## config.mk

```make
export PLATFORM = sky130hd
export DESIGN_NAME = cff_queue
export DESIGN_NICKNAME = d
export VERILOG_FILES = /design/src/hdl/cff_pkg.sv /design/src/hdl/cff_queue.sv
export SDC_FILE = /design/constraint.sdc
export NUM_CORES = 1
export LEC_CHECK = 0
export BUFFER_PORTS_ARGS = -buffer_cell sky130_fd_sc_hd__buf_2
export CAP_MARGIN = 20
export CELL_PAD_IN_SITES_DETAIL_PLACEMENT = 1
export CELL_PAD_IN_SITES_GLOBAL_PLACEMENT = 1
export CORE_MARGIN = 5
export CORE_UTILIZATION = 48
export DETAILED_ROUTE_END_ITERATION = 12
export HOLD_SLACK_MARGIN = 0.06
export PLACE_DENSITY = 0.95
export SLEW_MARGIN = 20
export SYNTH_ARGS = -nofsm -noshare
export SYNTH_HDL_FRONTEND = slang
export SYNTH_SLANG_ARGS = --single-unit
```

## constraint.sdc

```tcl
create_clock -name i_clk -period 24.3 [get_ports i_clk]
set_input_delay 1.215 -clock i_clk [delete_from_list [all_inputs] [get_ports i_clk]]
set_output_delay 1.215 -clock i_clk [all_outputs]
set_load 0.01 [all_outputs]
```

## src/hdl/cff_pkg.sv

```systemverilog
package cff_pkg;

    localparam int VEC_W    = 32;
    localparam int FW       = 32;
    localparam int MUW      = 16;
    localparam int NUW      = FW + 1;
    localparam int PW       = 2 * NUW;
    localparam int MRW      = MUW + FW + 1;
    localparam int MAGW     = 37;
    localparam int SQ_STEPS = 32;
    localparam int LENW     = 33;
    localparam int QW       = 17;
    localparam int REMW     = FW + 16;
    localparam int DW       = REMW + 2;
    localparam int UPW      = QW + 1;
    localparam int UMW      = UPW + FW;
    localparam int Q_AW     = 1;
    localparam int Q_DEPTH  = 1 << Q_AW;

    localparam logic signed [63:0] SAT_HI = (64'sd1 <<< (VEC_W - 1)) - 64'sd1;
    localparam logic signed [63:0] SAT_LO = -SAT_HI - 64'sd1;

    typedef enum logic [1:0] {
        MODE_NONE    = 2'd0,
        MODE_STATIC  = 2'd1,
        MODE_SLIDING = 2'd2
    } t_mode;

    typedef logic [2:0][FW-1:0] t_vec3;

    typedef struct packed {
        t_vec3           f;
        t_vec3           m;
        logic [FW-1:0]   n;
        logic [MUW-1:0]  mu;
        t_mode           mode;
    } t_item;

    typedef struct packed {
        t_vec3                  f;
        t_vec3                  m;
        logic signed [MAGW-1:0] mag;
        t_mode                  mode;
    } t_sq_pay;

    typedef struct packed {
        t_vec3                f;
        logic [LENW-1:0]      len;
        logic signed [FW-1:0] mag;
        logic [2:0]           neg;
        t_mode                mode;
    } t_dv_pay;

    function automatic logic signed [FW-1:0] sat_vec(input logic signed [63:0] x);
        logic signed [63:0] y;
        if (x > SAT_HI) begin
            y = SAT_HI;
        end else if (x < SAT_LO) begin
            y = SAT_LO;
        end else begin
            y = x;
        end
        return y[FW-1:0];
    endfunction

endpackage

```

## src/hdl/cff_queue.sv

```systemverilog
module cff_queue (
    input  logic             i_clk,
    input  logic             i_rst_n,
    input  logic             i_push,
    input  cff_pkg::t_item   i_item,
    input  logic             i_pop,
    output logic             o_valid,
    output cff_pkg::t_item   o_item,
    output logic             o_full
);
    import cff_pkg::*;

    t_item r_mem [Q_DEPTH];
    logic [Q_AW-1:0] r_wp, r_rp;
    logic [Q_AW:0]   r_cnt;

    always_ff @(posedge i_clk) begin
        if (!i_rst_n) begin
            r_wp  <= '0;
            r_rp  <= '0;
            r_cnt <= '0;
        end else begin
            if (i_push) begin
                r_wp <= r_wp + 1'b1;
            end
            if (i_pop) begin
                r_rp <= r_rp + 1'b1;
            end
            if (i_push && !i_pop) begin
                r_cnt <= r_cnt + 1'b1;
            end else if (!i_push && i_pop) begin
                r_cnt <= r_cnt - 1'b1;
            end
        end
    end

    always_ff @(posedge i_clk) begin
        if (i_push) begin
            r_mem[r_wp] <= i_item;
        end
    end

    assign o_valid = (r_cnt != '0);
    assign o_full  = (r_cnt == (Q_AW+1)'(Q_DEPTH));
    assign o_item  = r_mem[r_rp];

`ifndef NO_ASSERTIONS
    a_no_overflow: assert property (@(posedge i_clk) disable iff (!i_rst_n)
        !(i_push && o_full && !i_pop))
        else $error("word pushed into full queue");
    a_no_underflow: assert property (@(posedge i_clk) disable iff (!i_rst_n)
        i_pop |-> o_valid)
        else $error("pop from empty queue");
    a_count_bound: assert property (@(posedge i_clk) disable iff (!i_rst_n)
        r_cnt <= (Q_AW+1)'(Q_DEPTH))
        else $error("queue count out of range");
`endif

endmodule

```

==> Implementation_results.wiki, run 1 <==
{| class="wikitable"
! Metric !! Value
|-
| Proportion of power drawn by combinational gates || ~11%
|-
| Worst clock skew on the final layout || between 9 and 10 ps
|-
| Pleak || 0.00905 uW
|-
| Number of fillers in the final layout || roughly 3400
|-
| Area growth from synthesis to layout || 25.3%
|-
| Final hold viol count || 0
|-
| Count of endpoints failing setup in the final report || 0
|-
| Count of standard-cell rows || 71
|-
| Post-CTS setup-driven buffer insertion count || 0
|-
| Post-route design area || around 23000 um^2
|-
| Max capacitance violation total || 0
|-
| XOR/XNOR Fraction of Synth Area || less than 1%
|-
| Startpoint kind of the worst setup timing path || flop
|-
| Post-synthesis simple-gate area fraction || less than 1%
|-
| Yosys top cell by area || sky130_fd_sc_hd__edfxtp_1
|-
| Area used by sequential logic in the layout || about 15000 um^2
|-
| Detailed Routing Iterations Pass 1 || 5
|-
| Post-detailed-placement cell area || roughly 21000 um^2
|-
| Clk_lat worst skew || 560 ps
|-
| Total core area || roughly 38000 um^2
|-
| Worst Path Class, Setup || flop to output pin
|-
| Commonest cells after routing, fill and taps aside || 489 x sky130_fd_sc_hd__buf_2, 484 x sky130_fd_sc_hd__edfxtp_1, 180 x sky130_fd_sc_hd__mux2_4, 62 x sky130_fd_sc_hd__mux2_2, 53 x sky130_fd_sc_hd__clkbuf_16
|-
| Grt ovf || 0
|-
| Share of cells above drive strength 1 || 61.3%
|-
| Endpoint kind of the worst setup timing path || output pin
|-
| CP max-delay cell || sky130_fd_sc_hd__buf_4
|-
| Number of nets in the synthesized netlist || about 1000
|-
| Post-place setup slack || 20070 ps
|-
| Synthesized instance count || around 780
|-
| Dominant combinational cell family by area after synthesis || multiplexers
|-
| Area used by multi-input combinational logic || around 3500 um^2
|-
| Proportion of synthesized area in mux cells || 18.5%
|-
| Post-synthesis sequential area ratio || 79.4%
|-
| Data required time at the worst endpoint || 23080 ps
|-
| Switching power summed over all nets || between 400 and 500 uW
|-
| Worst-case clock buffer depth || 3
|-
| Weighted congestion reported at the end of routability-driven placement || 0.819
|-
| Period utilization || 18.7%
|-
| Post_cts resized || 0
|-
| Number of pins exceeding their max-slew limit in the final report || 0
|-
| Biggest area contributors in the synthesized netlist || sky130_fd_sc_hd__edfxtp_1 79%, sky130_fd_sc_hd__mux2_4 15%, sky130_fd_sc_hd__mux2_2 3.8%, sky130_fd_sc_hd__buf_6 1.3%, sky130_fd_sc_hd__dfxtp_1 0.54%
|-
| Final net count || ~1500
|-
| Largest fanout of any net on the critical path || just under 70
|-
| Commonest non-fill, non-tap cell in the layout || sky130_fd_sc_hd__buf_2
|-
| Pin slew with the least headroom to its limit || about 1100 ps
|-
| Die X-Extent || just over 200 um
|-
| Slew Limit Headroom || between 20 and 25%
|-
| Initial antenna violation count || 14
|-
| Post-layout minimum cycle time || between 4000 and 5000 ps
|-
| Clk network pwr share || between 30% and 40%
|-
| Run status || finished clean
|-
| Clock slew at reported path FFs || roughly 60 ps
|-
| Count of pins on the block boundary || 490
|-
| Register share of total power || between 40% and 50%
|-
| Cell Pwr Density || approximately 86 nW/um^2
|-
| Number of global-route vias before repair || about 11000
|-
| Max Fclk || 220 MHz
|-
| Cts bufs inserted || 50
|-
| Summed instance area of the synthesized netlist || between 15000 and 20000 um^2
|-
| Wire length of the first global-routing pass || roughly 70000 um
|-
| Number of routed nets with antenna violations || 0
|-
| Cells along the critical path || buf_6 -> buf_4 -> mux2_4 -> buf_2
|-
| Setup TNS after final layout || 0 ps
|-
| HPWL reported at the end of detailed placement || 34900 um
|-
| Number of port buffers || 489
|-
| TritonCTS clock tree || done
|-
| Initial Util || between 40 and 50%
|-
| Buffer type at the clock tree root || sky130_fd_sc_hd__clkbuf_16
|-
| Via Count || about 9400
|-
| Internal power contribution || about 1600 uW
|-
| Drt total wl || ~49000 um
|-
| Switching part of the total power || 22.1%
|-
| RSZ-0062 raised after global routing || false
|-
| Starting DRT DRC Count || about 570
|-
| Largest net degree at the start of global routing || 82
|-
| Count of H-tree levels built during CTS || 2
|-
| Number of synthesis warnings || 0
|-
| Unique masters post-synth || 17
|-
| Largest stage delay, worst path || around 900 ps
|-
| Synthesized area divided by synthesized cell count || between 20 and 25 um^2
|-
| Hold buffers post-CTS || 0
|-
| Synthesized-area fraction occupied by adder cells || less than 1%
|-
| Post-DR wirelength/cell || roughly 26 um
|-
| Proportion of netlist area held by the largest area contributor || 78.9%
|-
| Overall global routing resource usage || around 22%
|-
| Routed via count divided by cell count || between 5 and 6
|-
| Smallest setup slack after layout || 19740 ps
|-
| Area enclosed by the die boundary || between 40000 and 50000 um^2
|-
| Vertical die dimension || 206 um
|-
| Compound-cell area share of the yosys netlist || less than 1%
|-
| Worst IR drop on VDD || ~0.06 mV
|-
| Class of the most critical hold timing path || flop to flop
|-
| Synthesis-stage register bit count || slightly below 500
|-
| TritonCTS sink count || 489
|-
| Signal arrival time at the worst endpoint || roughly 3300 ps
|-
| Post-detailed-route DRC marker count || 0
|}
layout make-up:
cell class	instances	share of cell area [%]
antenna	9	0.0976
clock buffer	62	5.89
clock inverter	31	1.42
inverter	1	0.0163
multi-input combinational	258	15.3
sequential	489	63.4
tap	511	2.77
timing repair buffer	501	11.1
registers in the layout (all words and copies together) (netlist names), named ones only:
signal  flops
r_rp        1
r_wp        1
r_mem     484
r_cnt       2
critical path: cells and delay by family (launching register included):
kind	cells	cell delay, ps
mux	1	360
buf+inv	3	1710
flops	1	520
per-stage QoR:
stage	cells	total power [uW]	hold slack, ps	utilization (%)
floorplan	775	1150	468	-
global placement	1759	1220	486	56.5
detailed placement	1759	1230	541	56.5
CTS	1852	2020	551	61.0
global route	1861	2070	587	61.1
finish	1862	2000	555	61.1
cells by family (layout without fill, tap and decap cells):
| logic type | after synthesis | in the layout |
|---|---|---|
| AND/OR/NAND/NOR | 9 | 9 |
| flip-flops | 489 | 489 |
| XOR/XNOR | 3 | 3 |
| adder cells (fa/ha/maj) | 1 | 1 |
| buffers and inverters | 28 | 595 |
| AO/OA/AOI/OAI | 3 | 3 |
| multiplexers | 242 | 242 |
| other | 0 | 9 |
layer usage:
metal  track usage, %  vias up  share of wire, %
met1             23.8     4755                34
met5                0        -              0.10
li1                 -     4164                 -
met3             6.17       95               7.5
met4             9.05        8               3.4
met2             41.4      412                55
power by group through the flow:
stage / Combinational [uW] / Clock [uW] / Sequential, uW
3_5_place_dp: 223 / 0 / 1010
6_report: 222 / 781 / 993
3_3_place_gp: 211 / 0 / 1000
2_1_floorplan: 132 / 0 / 1010
4_1_cts: 225 / 797 / 993
5_1_grt: 235 / 843 / 995
cell usage after synthesis, drive strengths merged:
cell / instances
o21a: 1
o21ai: 1
inv: 1
ha: 1
buf: 27
and2: 4
or2: 1
mux2: 242
xnor2: 1
xor2: 2
dfxtp: 5
or3: 1
edfxtp: 484
nor2b: 3
a21boi: 1
final timing paths:
path | start | end | slack, ps | depth (start not counted)
worst max-delay path | flop | o_item[198] | 19740 | 4
worst min-delay path | r_cnt[1]$_SDFFE_PN0P_ | r_cnt[1]$_SDFFE_PN0P_ | 550 | 2
worst max register to register | r_wp$_SDFFE_PN0P_ | r_mem[1][133]$_DFFE_PP_ | 21180 | 3
worst min register to register | r_cnt[1]$_SDFFE_PN0P_ | r_cnt[1]$_SDFFE_PN0P_ | 550 | 2
(Power assumes the default switching activity.)
==> run 2, diff against run 1 <==
--- a/config.mk
+++ b/config.mk
@@ -5,15 +5,16 @@
 export SDC_FILE = /design/constraint.sdc
 export NUM_CORES = 1
 export LEC_CHECK = 0
+export ABC_AREA = 1
 export BUFFER_PORTS_ARGS = -buffer_cell sky130_fd_sc_hd__buf_2
 export CAP_MARGIN = 20
 export CELL_PAD_IN_SITES_DETAIL_PLACEMENT = 1
 export CELL_PAD_IN_SITES_GLOBAL_PLACEMENT = 1
 export CORE_MARGIN = 5
-export CORE_UTILIZATION = 48
+export CORE_UTILIZATION = 40
 export DETAILED_ROUTE_END_ITERATION = 12
 export HOLD_SLACK_MARGIN = 0.06
-export PLACE_DENSITY = 0.95
+export PLACE_DENSITY = 0.86
 export SLEW_MARGIN = 20
 export SYNTH_ARGS = -nofsm -noshare
 export SYNTH_HDL_FRONTEND = slang
==> constraint.sdc (replaced) <==
create_clock -name i_clk -period 3.7 [get_ports i_clk]
set_input_delay 0.185 -clock i_clk [delete_from_list [all_inputs] [get_ports i_clk]]
set_output_delay 0.185 -clock i_clk [all_outputs]
set_load 0.01 [all_outputs]
==> Implementation_results.wiki, run 2 <==
{| class="wikitable"
! Metric !! Value
|-
| Run status || finished clean
|-
| Number of stages on the worst hold path || 2
|-
| Worst clock skew on the final layout || 14.3 ps
|-
| Number of routed nets with antenna violations || 0
|-
| Worst-case clock buffer depth || 3
|-
| RSZ-0062 raised after global routing || false
|-
| Most common flop cell mapped by yosys || sky130_fd_sc_hd__edfxtp_1
|-
| Cell Pwr Density || just over 500 nW/um^2
|-
| TritonCTS sink count || between 400 and 500
|-
| Final hold viol count || 0
|-
| Smallest hold slack || roughly 330 ps
|-
| Worst IR drop on VDD || about 0.40 mV
|-
| Overall global routing resource usage || roughly 21%
|-
| Count of pins on the block boundary || 490
|-
| Count of standard-cell rows || between 70 and 80
|-
| Utilization after layout || between 50 and 60%
|-
| Detailed Routing Iterations Pass 1 || 4
|-
| Cts bufs inserted || around 50
|-
| Drt total wl || 56200 um
|-
| Clk_lat worst skew || ~570 ps
|-
| Die X-Extent || between 200 and 250 um
|-
| Yosys top cell by area || sky130_fd_sc_hd__edfxtp_1
|-
| Worst Path Class, Setup || flop to output pin
|-
| Commonest non-fill, non-tap cell in the layout || sky130_fd_sc_hd__buf_2
|-
| Leading registers by flop count || r_mem (484), r_cnt (2)
|-
| Grt ovf || 0
|-
| End of the worst register-to-register path || r_wp$_SDFFE_PN0P_
|-
| Vertical die dimension || ~220 um
|-
| Share of synthesized flip-flops with an asynchronous set or reset || 0%
|-
| Final net count || 1819
|-
| Post-detailed-placement cell area || between 20000 and 25000 um^2
|-
| Largest stage delay, worst path || roughly 700 ps
|-
| Proportion of netlist area held by the largest area contributor || between 70% and 80%
|-
| Starting DRT DRC Count || roughly 650
|-
| Launch instance of the worst register-to-register path || r_wp$_SDFFE_PN0P_
|-
| Synth cell count leaders || 484 x sky130_fd_sc_hd__edfxtp_1, 180 x sky130_fd_sc_hd__mux2_4, 62 x sky130_fd_sc_hd__mux2_2
|-
| Post-route design area || between 20000 and 30000 um^2
|-
| Wire length of the first global-routing pass || 81000 um
|-
| Largest net degree at the start of global routing || between 100 and 150
|-
| Post-DR wirelength/cell || roughly 25 um
|-
| Slack of the worst reg-to-reg path || 1890 ps
|-
| Internal power contribution || just over 10000 uW
|-
| Class of the most critical hold timing path || input port to flop
|-
| Total core area || roughly 45000 um^2
|-
| Number of pins exceeding their max-slew limit in the final report || 0
|-
| Data required time at the worst endpoint || between 3000 and 4000 ps
|-
| Signal arrival time at the worst endpoint || around 2500 ps
|-
| Largest fanout of any net on the critical path || 75
|-
| Count of H-tree levels built during CTS || 2
|-
| Post-CTS setup-driven buffer insertion count || 0
|-
| Slew Limit Headroom || 44.0%
|-
| Proportion of power drawn by combinational gates || a little under an eighth
|-
| Pin slew with the least headroom to its limit || 840 ps
|-
| Switching part of the total power || between 20% and 30%
|-
| Weighted congestion reported at the end of routability-driven placement || about 0.79
|-
| Synthesized instance count || 788
|-
| Max Fclk || between 300 and 400 MHz
|-
| Initial antenna violation count || 4
|-
| Pleak || about 0.010 uW
|-
| HPWL reported at the end of detailed placement || about 32000 um
|-
| TritonCTS clock tree || done
|-
| Most instantiated library cell after synthesis || sky130_fd_sc_hd__edfxtp_1
|-
| Synthesized area divided by synthesized cell count || between 20 and 25 um^2
|-
| Switching power summed over all nets || roughly 3000 uW
|-
| Clk network pwr share || approximately 38%
|-
| Summed instance area of the synthesized netlist || 18400 um^2
|-
| Cells along the critical path || buf_12 -> mux2_2 -> buf_2
|-
| Area enclosed by the die boundary || 50500 um^2
|-
| Via Count || between 10000 and 15000
|-
| Register with the highest flop count || r_mem
|-
| Unique masters post-synth || 14
|-
| Startpoint kind of the worst setup timing path || flop
|-
| Number of synthesis warnings || 0
|-
| Post-detailed-route DRC marker count || 0
|-
| Post-synthesis sequential area ratio || slightly below 80%
|-
| Period utilization || between 70% and 80%
|-
| CP max-delay cell || sky130_fd_sc_hd__dfxtp_4
|-
| Start point of the worst hold path || i_item[194]
|-
| Commonest cells after routing, fill and taps aside || 489 x sky130_fd_sc_hd__buf_2, 484 x sky130_fd_sc_hd__edfxtp_1, 248 x sky130_fd_sc_hd__dlygate4sd3_1, 180 x sky130_fd_sc_hd__mux2_4, 62 x sky130_fd_sc_hd__mux2_2
|-
| Number of nets in the synthesized netlist || around 1000
|-
| Post-layout minimum cycle time || between 2000 and 3000 ps
|-
| Biggest area contributors in the synthesized netlist || sky130_fd_sc_hd__edfxtp_1 79%, sky130_fd_sc_hd__mux2_4 15%, sky130_fd_sc_hd__mux2_2 3.8%, sky130_fd_sc_hd__buf_6 1.3%, sky130_fd_sc_hd__dfxtp_1 0.54%
|-
| Depth of the worst register-to-register path || 5
|-
| Routed via count divided by cell count || ~5
|-
| Number of synthesized flops with an enable pin || just under 500
|-
| Max FFs per register || 484
|-
| Number of port buffers || roughly 490
|-
| Endpoint kind of the worst setup timing path || output pin
|-
| Synthesis-stage register bit count || roughly 490
|-
| Register share of total power || between 50% and 60%
|-
| Setup TNS after final layout || 0 ps
|-
| Min-Delay Endpoint || r_mem[0][194]$_DFFE_PP_
|-
| Buffer type at the clock tree root || sky130_fd_sc_hd__clkbuf_16
|-
| Area growth from synthesis to layout || 39.5%
|-
| Number of global-route vias before repair || ~12000
|-
| Share of cells above drive strength 1 || ~51%
|-
| Clock slew at reported path FFs || roughly 60 ps
|-
| Count of endpoints failing setup in the final report || 0
|-
| Max capacitance violation total || 0
|-
| Initial Util || approximately 41%
|}
[run 2: changes by cell type after synthesis, moves of 2 or more]
cell	change
sky130_fd_sc_hd__inv_1	+7
sky130_fd_sc_hd__nand2_1	+9
sky130_fd_sc_hd__xor2_1	-2
sky130_fd_sc_hd__nor2b_1	-3
sky130_fd_sc_hd__nor2_1	+8
sky130_fd_sc_hd__and2_1	-4
[run 2: cells by family (layout without fill, tap and decap cells)]
family / Yosys count / count (layout) / synth area share, %
AOI/OAI and AO/OA: 2 / 2 / 0.0543
adders and majority gates: 1 / 1 / 0.0679
buffers and inverters: 35 / 857 / 1.61
DFF: 489 / 489 / 79.4
muxes: 242 / 242 / 18.5
other: 0 / 4 / 0
and+or+nand+nor: 19 / 19 / 0.407
[run 2: metal layers]
metal	GRT usage, %	vias to the layer above	share of wire, %
li1	-	4695	-
met1	22.1	5497	34
met2	41.6	438	57
met3	4.80	127	5.4
met4	8.80	0	4.1
met5	0	-	0
[run 2: through the flow]
stage	total power (uW)	setup WS [ps]	std cells
after floorplan	7370	-712	788
after global placement	7860	1700	1871
after detailed placement	7940	1690	1871
after CTS	13100	1030	2210
after global routing	13600	979	2214
final	13100	1070	2214
[run 2: final cells by class]
| type | instances | area, um^2 |
|---|---|---|
| clock buffer | 68 | 1380 |
| timing repair buffer | 758 | 5190 |
| sequential | 489 | 14600 |
| multi-input combinational | 264 | 3510 |
| clock inverter | 23 | 188 |
| inverter | 8 | 33.8 |
| fill | 4225 | 19800 |
| tap | 600 | 751 |
| antenna | 4 | 10.0 |
[run 2: worst max path at each step]
stage                      startpoint               endpoint  slack, ps  cells past startpoint
floorplan           r_wp$_SDFFE_PN0P_  r_mem[1][0]$_DFFE_PP_       -710                      2
global placement                 flop            o_item[224]       1700                      3
detailed placement               flop             o_item[35]       1690                      3
CTS                              flop             o_item[42]       1030                      3
global route                     flop            o_item[224]        980                      3
finish                           flop            o_item[224]       1070                      3
[run 2: worst max-delay path, delay by kind of cell (launching register included)]
kind                   cells  cell delay, ps
flip-flops                 1             700
buffers and inverters      2             640
multiplexers               1             400
[run 2: timing repair]
action | 4_1_cts | 5_1_grt
resized for setup | 0 | 0
hold endpoints to repair | 489 | 0
hold buffers | 248 | 0
setup endpoints to repair | 0 | 0
[run 2: power groups by stage]
| stage | clock [uW] | combinational [uW] | sequential, uW |
|---|---|---|---|
| after CTS | 4990 | 1540 | 6530 |
| after detailed placement | 0 | 1310 | 6640 |
| after floorplan | 0 | 749 | 6620 |
| after global routing | 5360 | 1650 | 6560 |
| final | 4970 | 1570 | 6540 |
| after global placement | 0 | 1250 | 6600 |
